### src/rtl/brb_pkg.sv
package brb_pkg;

    localparam logic [1:0] REQ_WRITE   = 2'd0;
    localparam logic [1:0] REQ_READ    = 2'd1;
    localparam logic [1:0] REQ_FLUSH   = 2'd2;
    localparam logic [1:0] REQ_DISCARD = 2'd3;

    localparam logic [1:0] ST_EMPTY  = 2'd0;
    localparam logic [1:0] ST_NORMAL = 2'd1;
    localparam logic [1:0] ST_FULL   = 2'd2;

    localparam int LEN_W = 13;

    typedef struct packed {
        logic [1:0] req_type;
        logic [7:0] write_byte;
        logic       last_of_burst;
    } item_t;

    typedef struct packed {
        logic [7:0] read_byte;
        logic       done_res;
        logic       refused;
        logic [1:0] fill_status;
    } result_t;

endpackage

### src/rtl/brb_outq.sv
module brb_outq (
    input  logic             aclk,
    input  logic             aresetn,
    input  logic             push,
    input  brb_pkg::result_t push_data,
    input  logic             pop,
    output logic             head_valid,
    output brb_pkg::result_t head_data,
    output logic [1:0]       count
);

    brb_pkg::result_t entry_reg [2];
    logic             head_reg, head_next;
    logic             tail_reg, tail_next;
    logic [1:0]       count_reg, count_next;

    always_comb begin
        head_next  = pop ? ~head_reg : head_reg;
        tail_next  = push ? ~tail_reg : tail_reg;
        count_next = count_reg + {1'b0, push} - {1'b0, pop};
    end

    always_ff @(posedge aclk) begin
        if (!aresetn) begin
            head_reg  <= 1'b0;
            tail_reg  <= 1'b0;
            count_reg <= 2'd0;
        end else begin
            head_reg  <= head_next;
            tail_reg  <= tail_next;
            count_reg <= count_next;
        end
    end

    always_ff @(posedge aclk) begin
        if (push) begin
            entry_reg[tail_reg] <= push_data;
        end
    end

    assign head_valid = (count_reg != 2'd0);
    assign head_data  = entry_reg[head_reg];
    assign count      = count_reg;

endmodule

### config.mk
export PLATFORM = sky130hd
export DESIGN_NAME = brb_outq
export DESIGN_NICKNAME = d
export VERILOG_FILES = /design/src/rtl/brb_pkg.sv /design/src/rtl/brb_outq.sv
export SDC_FILE = /design/constraint.sdc
export NUM_CORES = 1
export LEC_CHECK = 0
export BUFFER_PORTS_ARGS = -buffer_cell sky130_fd_sc_hd__buf_4
export CAP_MARGIN = 20
export CORE_MARGIN = 10
export CORE_UTILIZATION = 40
export DETAILED_ROUTE_END_ITERATION = 7
export PLACE_DENSITY = 0.63
export SYNTH_ARGS = -nofsm -noshare
export SYNTH_HDL_FRONTEND = slang
export SYNTH_SLANG_ARGS = --single-unit
### constraint.sdc
create_clock -name aclk -period 1.25 [get_ports aclk]
set_input_delay 0.1875 -clock aclk [delete_from_list [all_inputs] [get_ports aclk]]
set_output_delay 0.1875 -clock aclk [all_outputs]
set_load 0.05 [all_outputs]
Word level (Yosys, flattened, before mapping). Memory sizes are Yosys's and may differ from the RTL's. A register that Yosys moved wholly into a read port is not among the register bits. Cells that the tools add are included.

Flip-flop bits (word level): 4. Memory bits (writable): 24. Logic and storage cells: 13. Memories: 1.

Memories: entry_reg (depth 2, bits a word 12, read ports 1, clocked after memory_dff 1, write ports 1, RTL line brb_outq.sv:12) `brb_pkg::result_t entry_reg [2];`.

$add $sub $neg: 2. Mux-type cells: 4. Bitwise gates (word level): 2. Reduce and logical (&&, ||, !) cells: 1.

Operator list (count): $mux 1 (4); $add 2x1->2 (1); $not 1->1 (2); $reduce_bool 2->1 (1); $sub 2x1->2 (1).

Depth between registers and ports, before layout. Gate-level depths: netlist of the first run.

Word-level depth: 3. Depth in mapped cells: 6. Mapped depth without buffers: 6.

Least setup slack after synthesis of the first run. OpenSTA, ideal clock, no wires.

Path type: reg-to-reg. Start: reg count_reg[0], in the netlist count[0]. End: reg count_reg[1], in the netlist count[1]. Library setup time: 0.114 ns. Data arrival time: 1.417 ns. Required time: 1.136 ns. Setup slack: -0.281 ns. Stages on the path, launching flop included: 7. Path buffers: 0. Clock period less this slack: 1.531 ns. Cell sequence: dfxtp_1 > inv_1 > ha_1 > inv_1 > ha_1 > xnor3_1 > nor2b_2.

Cells in the longest elaborated chain, start to end: 2.

Ends and longest elaborated chain: from (decl) (RTL line brb_outq.sv:15) `logic [1:0] count_reg, count_next;`; from (signal assigned) (RTL line brb_outq.sv:31) `count_reg <= count_next;`; $add 2x1->2 (RTL line brb_outq.sv:20) `count_next = count_reg + {1'b0, push} - {1'b0, pop};`; $sub 2x1->2 (RTL line brb_outq.sv:20).

Every way passes these cells. A chain may end at the register's enable or synchronous reset.

==> results of run 1 <==
-- stage by stage --
stage	setup TNS, ns	power, W	utilization	std cells	setup slack (ns)
global placement	0	0.00173	0.548	122	0.0611
CTS	-2.83	0.00251	0.639	131	-0.253
floorplan	-0.0245	0.00155	-	57	-0.0209
finish	-2.59	0.00250	0.650	131	-0.226
global route	-3.36	0.00262	0.650	131	-0.294
detailed placement	0	0.00174	0.548	122	0.0464
-- final cells by class --
type | count | area (µm²) | area share
well taps | 30 | 37.5 | 0.0227
clock inverters | 1 | 5.00 | 0.00302
inverters | 2 | 7.51 | 0.00454
flip-flops and latches | 29 | 827 | 0.500
multi-input cells | 25 | 327 | 0.197
clock buffers | 7 | 65.1 | 0.0393
repair buffers | 37 | 387 | 0.234
-- worst register-to-register path, cell delays in order, from the launching register on --
cell and delay, ns:
dfxtp_4 0.36, inv_2 0.04, ha_4 0.25, inv_2 0.03, ha_4 0.14, xnor3_1 0.22, nor2b_2 0.04
-- repair_timing --
action,CTS,global route
buffers inserted,1,0
gates resized for setup,43,5
setup endpoints to repair,13,14
gates cloned,0,0
-- how the worst min path moves through the flow --
stage / startpoint / to / slack, ns / depth (start not counted)
floorplan: push_data[0] / entry_reg[0][0] / 0.29 / 0
CTS: push_data[4] / entry_reg[1][4] / 0.03 / 1
global placement: push_data[3] / entry_reg[1][3] / 0.37 / 1
detailed placement: push_data[10] / entry_reg[0][10] / 0.38 / 1
finish: push_data[3] / entry_reg[0][3] / 0.05 / 1
global route: push_data[0] / entry_reg[1][0] / 0.02 / 1
-- layout by cell type (no fill, tap or decap) --
cell      Yosys  routed
o21a_1        1       1
and2_1        4       4
xnor3_1       1       1
nor2b_1       2       1
dfxtp_4       0       1
ha_4          0       2
mux2_4        0      12
clkinv_2      0       1
buf_8         0      14
dfxtp_1       5       2
xor2_1        1       1
clkbuf_4      0       5
dfxtp_2       0       2
edfxtp_1     24      24
buf_4         0      22
buf_6         1       1
or2_4         0       1
clkbuf_8      0       2
nor2b_2       1       2
inv_2         0       2
-- per-layer routing --
| layer | vias to the layer above | share of wire | wire length [µm] |
|---|---|---|---|
| li1 | 297 | - | - |
| met1 | 300 | 0.34 | 694 |
| met2 | 24 | 0.52 | 1050 |
| met3 | 4 | 0.11 | 228 |
| met4 | 0 | 0.025 | 50 |
| met5 | - | 0 | 0 |
-- power by group --
part / switching, W / internal, W
clock: 0.000290 / 0.000325
sequential: 0.0000271 / 0.00112
combinational: 0.000384 / 0.000353
total: 0.000702 / 0.00180
-- kinds of logic (layout without fill, tap and decap cells) --
| logic type | after synthesis | after routing | share of synthesized area |
|---|---|---|---|
| fa+ha+maj | 2 | 2 | 0.0229 |
| compound gates | 1 | 1 | 0.00688 |
| flops | 29 | 29 | 0.752 |
| simple gates | 8 | 8 | 0.0482 |
| mux | 12 | 12 | 0.124 |
| xor+xnor | 2 | 2 | 0.0287 |
| buf+inv | 3 | 47 | 0.0172 |
==> impl_results.md, run 1 <==
* Reg-to-reg setup timing slack at 0.06 ns
* Max Slew Vio Count at 0
* EDFF count, synth at 24
* Standard-cell rows at 18
* Synth Instances at 57
* RSZ-0062 raised after global routing: true
* Synth cell count leaders: edfxtp_1, mux2_2, dfxtp_1, and2_1
* Iter 0 DRT Violations at 12
* Clock Pin Slew Worst Setup and Hold Paths at 0.08 ns
* Net Count, Synth at 75
* Leakage Power at 0.684 nW
* I/O pins at 31
* Worst-Skew Late Latency at 0.32 ns
* Crit Reg-Reg Endpoint: count[1]
* Layout cells sized above 1 at 0.663
* Cell taking the most area after synthesis: edfxtp_1
* Drt first pass iters at 2
* First-pass GRT wire length at 3.28 mm
* Status: complete, but fails checks
* Die width at 72.2 µm
* Power per Cell Area at 1510 nW/µm²
* Worst-path maximum fanout at 7
* Syn. warnings at 0
* CP Launch Type: flip-flop
* Crit path top cell by count: buf_8
* Placed Area at 1390 µm²
* Die ar. at 5220 µm²
* Hold Crit Class: input pin to flip-flop
* Initial antenna violation count at 0
* WP buf/inv at 2
* GPL Wtd Cong at 0.652
* Cts hold-fix bufs at 0
* Minimum clock period at 1.48 ns
* Worst reg2reg startpoint: count[0]
* Core area at 2540 µm²
* R2R depth at 6
* Num Clock Sinks at 29
* Slowest CP cell: dfxtp_2
* Clk buf depth at 2
* # setup viols final at 12
* Number of global-route vias before repair at 709
* Via count at 625
* Routing usage on met3 at 0.0531
* DR WL/cell at 15.5 µm
* Critical path arrival at 1.29 ns
* Gr ovfl total at 0
* Synth Area per Inst at 19.1 µm²
* Yosys reg bits at 29
* M1 GR Usage at 0.0765
* Final setup skew at 0.00672 ns
* Critical Path Sink Type: primary output
* Global Route met2 Usage at 0.139
* # fillers at 193
* Ant diodes at 0
* CTS tree: done
* Synth area leaders: edfxtp_1, mux2_2, dfxtp_1
* Slowest Stage Delay on Critical Path at 0.36 ns
* Die Height at 72.2 µm
* Routed WL at 2.02 mm
* Async set or reset register ratio after synthesis at 0
* Final hold slack at 0.0471 ns
* Max_cap viols at 0
* Routed Antenna Nets at 0
* Area Overhead vs Synth at 51.7%
* Distinct cells, synth at 13
* Yosys top cell area share at 0.661
* Slew headroom at 0.909
* Largest net degree at the start of global routing at 10
* Final hold violation count at 0
* Cell family with most CP delay: flip-flops
* Nets at 118
* Synthesized area at 1090 µm²
* Slew @ Worst Pin at 0.136 ns
* Root Driver: clkbuf_4
* Initial Util at 0.429
* Crit-path cells: buf_8 -> mux2_4 -> buf_8
* Global routing's busiest layer: met2
* Worst setup path end: head_data[8]
* Setup WS post-layout at -0.226 ns
* Cts bufs inserted at 5
* Avg Vias per Cell at 4.77
* Max H-tree Level at 2
* Seq/Total Area, Yosys at 0.752
* Crit path depth at 3
* Hpwl dp at 1.50 mm
* Remaining DRCs at 0
* Final Cell Area at 1660 µm²
* Port bufs at 30
* Top FF cell, synth: edfxtp_1
* Number of flip-flops in the largest register at 24
* Required @ worst endpoint at 1.06 ns
* GRT Util Overall at 0.0877
* VDD IR max at 0.000945 V
* Failing checks: setup timing
* Setup CP Type: flip-flop to primary output
* Fin crit share at 1.18
* Achievable Freq at 677 MHz
* Top-count cell post-synth: edfxtp_1
Note: power is estimated with default switching activity, not from simulation.
==> run 2: changes to the inputs <==
Settings changed: MAX_ROUTING_LAYER set to met4.
==> run 2 against run 1 <==
The run still ends with setup timing left; sequential cell count is the same; final cell count is the same; sequential power is essentially flat; maximum frequency is essentially flat; largest cell class unchanged; hold slack gained 0.00071 ns; clock skew is essentially flat; critical endpoint unchanged; register-to-register slack is essentially flat; clock-buffer cell count is the same.
==> impl_results.md, run 2 (synthesis gave the netlist of run 1 again) <==
* Achievable Freq at 678 MHz
* Die width at 72.2 µm
* Ant diodes at 0
* Setup CP Type: flip-flop to primary output
* Hold Crit Class: input pin to flip-flop
* Routed WL at 2.02 mm
* Setup WS post-layout at -0.226 ns
* Standard-cell rows at 18
* Slew headroom at 0.909
* Leakage Power at 0.684 nW
* Remaining DRCs at 0
* Cts hold-fix bufs at 0
* Pre-CTS setup slack at 0.0464 ns
* Worst-path maximum fanout at 7
* Gr ovfl total at 0
* # setup viols final at 12
* Final hold violation count at 0
* Area Overhead vs Synth at 51.7%
* Slowest CP cell: dfxtp_2
* Placed Area at 1390 µm²
* Power per Cell Area at 1510 nW/µm²
* Max Slew Vio Count at 0
* Initial Util at 0.429
* Via count at 628
* Worst reg2reg startpoint: count[0]
* Root Driver: clkbuf_4
* Most common cell after layout, fill and taps aside: edfxtp_1
* Nets at 118
* CP Launch Type: flip-flop
* Minimum clock period at 1.48 ns
* Final Cell Area at 1660 µm²
* Crit-path cells: buf_8 -> mux2_4 -> buf_8
* Slowest Stage Delay on Critical Path at 0.36 ns
* Core area at 2540 µm²
* Num Clock Sinks at 29
* R2R depth at 6
* Status: complete, but fails checks
* Number of global-route vias before repair at 711
* Cell family with most CP delay: flip-flops
* Port bufs at 30
* WHS Endpoint: entry_reg[0][3]
* # fillers at 193
* VDD IR max at 0.000944 V
* Number of flip-flops in the largest register at 24
* DR WL/cell at 15.4 µm
* GRT Util Overall at 0.0903
* Die Height at 72.2 µm
* Failing checks: setup timing
* Critical path arrival at 1.29 ns
* Reg-to-reg setup timing slack at 0.06 ns
* Required @ worst endpoint at 1.06 ns
* Clk buf depth at 2
* Most frequent cells in the layout: edfxtp_1, buf_4, buf_8
* Die ar. at 5220 µm²
* WP buf/inv at 2
* I/O pins at 31
* Hold path start: push_data[3]
* Clock Pin Slew Worst Setup and Hold Paths at 0.08 ns
* Hpwl dp at 1.50 mm
* Hold depth at 1
* Critical Path Sink Type: primary output
* CTS tree: done
* RSZ-0062 raised after global routing: true
* Iter 0 DRT Violations at 9
* Final setup skew at 0.00676 ns
* Slew @ Worst Pin at 0.136 ns
* Crit path top cell by count: buf_8
* Layout cells sized above 1 at 0.663
* Crit Reg-Reg Endpoint: count[1]
* Avg Vias per Cell at 4.79
* Initial antenna violation count at 0
* Routed Antenna Nets at 0
* Max_cap viols at 0
* Worst-Skew Late Latency at 0.32 ns
* First-pass GRT wire length at 3.28 mm
* GPL Wtd Cong at 0.658
* Drt first pass iters at 2
* Final hold slack at 0.0478 ns
* Cts bufs inserted at 5
* Fin crit share at 1.18
* Max H-tree Level at 2
* Largest net degree at the start of global routing at 10
## run 2: cell type report
class	count	area, µm²	area share
clock buffers	7	65.1	0.0393
clock inverters	1	5.00	0.00302
inverters	2	7.51	0.00454
multi-input cells	25	327	0.197
flip-flops and latches	29	827	0.500
well taps	30	37.5	0.0227
repair buffers	37	387	0.234
## run 2: what timing repair did
item / CTS / global route
endpoints found under the setup margin: 13 / 14
endpoints found under the hold margin: 0 / 0
setup buffers: 1 / 0
gates resized for setup: 43 / 5
pin swaps: 0 / 0
## run 2: power by group
part           leakage [nW]  total, W  internal [W]  switching, W
clock                0.0413  0.000615      0.000325      0.000290
combinational         0.374  0.000736      0.000353      0.000383
sequential            0.268   0.00114       0.00112     0.0000271
total                 0.684   0.00250       0.00180      0.000700
## run 2: worst max-delay path by stage
stage / end / cells after the start
6_report: head_data[8] / 3
5_1_grt: head_data[8] / 3
4_1_cts: head_data[8] / 3
3_5_place_dp: count[1] / 6
3_3_place_gp: count[1] / 6
2_1_floorplan: count[1] / 6
## run 2: per-stage QoR
stage | power, W | setup TNS (ns) | util | std cells
floorplan | 0.00155 | -0.0245 | - | 57
global placement | 0.00173 | 0 | 0.548 | 122
detailed placement | 0.00174 | 0 | 0.548 | 122
CTS | 0.00251 | -2.83 | 0.639 | 131
global route | 0.00262 | -3.36 | 0.650 | 131
finish | 0.00250 | -2.59 | 0.650 | 131
## run 2: worst reg2reg max path: stages (launching register included)
cell     delay (ns)
dfxtp_4        0.36
inv_2          0.04
ha_4           0.25
inv_2          0.03
ha_4           0.14
xnor3_1        0.22
nor2b_2        0.04
## run 2: per-layer routing
| layer | part of all wire | track usage | vias up |
|---|---|---|---|
| li1 | - | - | 297 |
| met1 | 0.36 | 0.0814 | 302 |
| met2 | 0.52 | 0.139 | 25 |
| met3 | 0.091 | 0.0449 | 4 |
| met4 | 0.022 | 0.0774 | 0 |
| met5 | 0 | - | - |
==> run 3: changes to the inputs <==
Settings changed: MAX_ROUTING_LAYER met4 to unset, PLACE_DENSITY 0.63 to 0.61, SKIP_LAST_GASP set to 1.
Clock period 1.25 ns to 1.7 ns, I/O delays scaled along.
==> run 3 against run 2 <==
The run now ends clean; clock power fell by 43%; total power down 36%; final cell count decreased by 1.5%; sequential power shrank 27%; first-iteration DRC count grew to 2.7 times the previous value; clock-buffer cell count unchanged; critical path type unchanged; critical endpoint is now head_data[7]; largest cell class unchanged; highest routed layer unchanged.
==> impl_results.md, run 3 (synthesis gave the netlist of run 1 again) <==
* Iter 0 DRT Violations at 24
* Clock share of power at 0.220
* Initial Util at 0.429
* Clock Pin Slew Worst Setup and Hold Paths at 0.08 ns
* Required @ worst endpoint at 1.44 ns
* Max Slew Vio Count at 0
* Die width at 72.2 µm
* RSZ-0062 raised after global routing: false
* Routed Antenna Nets at 0
* Routed WL at 1.86 mm
* Most common cell after layout, fill and taps aside: buf_4
* Postcts setup bufs at 0
* Status: finished, final reports clean
* Setup CP Type: flip-flop to primary output
* Slew @ Worst Pin at 0.278 ns
* Max H-tree Level at 2
* Hold Crit Class: input pin to flip-flop
* GPL Wtd Cong at 0.677
* First-pass GRT wire length at 2.92 mm
* CP Launch Type: flip-flop
* Die Height at 72.2 µm
* DR WL/cell at 14.4 µm
* Pwr Total at 0.00160 W
* Max_cap viols at 0
* Gr ovfl total at 0
* Net Sw Frac at 0.288
* GRT Util Overall at 0.0740
* Final Cell Area at 1430 µm²
* Remaining DRCs at 0
* Number of flip-flops in the largest register at 24
* I/O pins at 31
* Fin crit share at 0.921
* Post-cts resize count at 0
* Via count at 584
* Sw Pwr at 0.000461 W
* Nets at 116
* Final hold violation count at 0
* Power per Cell Area at 1120 nW/µm²
* Setup TNS at 0 ns
* Combinational fraction of design power at 0.258
* Critical Path Sink Type: primary output
* Area Overhead vs Synth at 31.0%
* Root Driver: clkbuf_4
* Die ar. at 5220 µm²
* Most frequent cells in the layout: buf_4, edfxtp_1, mux2_2
* Final setup skew at 0.00967 ns
* Initial antenna violation count at 0
* Int Pwr at 0.00114 W
* Setup WS post-layout at 0.134 ns
* Hpwl dp at 1.43 mm
* Achievable Freq at 639 MHz
* Clk buf depth at 2
* Avg Vias per Cell at 4.53
* Number of global-route vias before repair at 674
* Worst-Skew Late Latency at 0.30 ns
* # setup viols final at 0
* Standard-cell rows at 18
* VDD IR max at 0.000707 V
* Layout cells sized above 1 at 0.545
* Final hold slack at 0.134 ns
* Largest net degree at the start of global routing at 10
* Cts hold-fix bufs at 0
* Worst-path maximum fanout at 6
* Leakage Power at 0.575 nW
* Placed Area at 1380 µm²
* Num Clock Sinks at 29
* Ant diodes at 0
* Critical path arrival at 1.31 ns
* Minimum clock period at 1.57 ns
* Slew headroom at 0.815
* Cts bufs inserted at 5
* Core area at 2540 µm²
* Drt first pass iters at 3
* CTS tree: done
* Port bufs at 30
* Pre-CTS setup slack at 0.449 ns
* Sequential share of power at 0.522
## run 3: changes by cell type in the layout (fill, tap and decap cells not counted), moves of 3 or more
cell	change
mux2_4	-12
mux2_2	+12
buf_4	+13
buf_8	-14
dfxtp_1	+3
## run 3: area by class of cell
cell class	count	area [µm²]
fill	226	1120
sequential	29	821
timing repair buffer	35	263
multi-input combinational	25	251
clock buffer	7	45.0
tap	30	37.5
inverter	2	7.51
clock inverter	1	3.75
## run 3: path summary, 6_finish.rpt
check	start	endpoint	slack [ns]	depth (start not counted)
worst max-delay path	flip-flop	head_data[7]	0.13	3
worst min-delay path	push_data[0]	entry_reg[1][0]	0.13	1
worst max register to register	count[0]	count[1]	0.47	6
worst min register to register	head_reg	head_reg	0.58	2
## run 3: critical path, stage by stage, from the launching register on
cell     delay [ns]
dfxtp_1        0.33
buf_4          0.15
mux2_2         0.34
buf_4          0.19
## run 3: per-layer routing
layer  part of all wire  GRT usage  vias up
li1                   -          -      293
met1               0.39     0.0644      269
met2               0.53      0.132       17
met3              0.060     0.0408        5
met4              0.019     0.0387        0
met5                  0          0        -
## run 3: through the flow
step,cells,utilization
global route,129,0.561
finish,129,0.561
global placement,121,0.542
detailed placement,121,0.542
CTS,129,0.561
floorplan,57,-
## run 3: power by group through the flow
stage	combinational [W]	sequential, W	clock, W
2_1_floorplan	0.000249	0.000888	0
3_3_place_gp	0.000418	0.000850	0
3_5_place_dp	0.000419	0.000852	0
4_1_cts	0.000421	0.000837	0.000378
5_1_grt	0.000437	0.000842	0.000417
6_report	0.000413	0.000836	0.000353
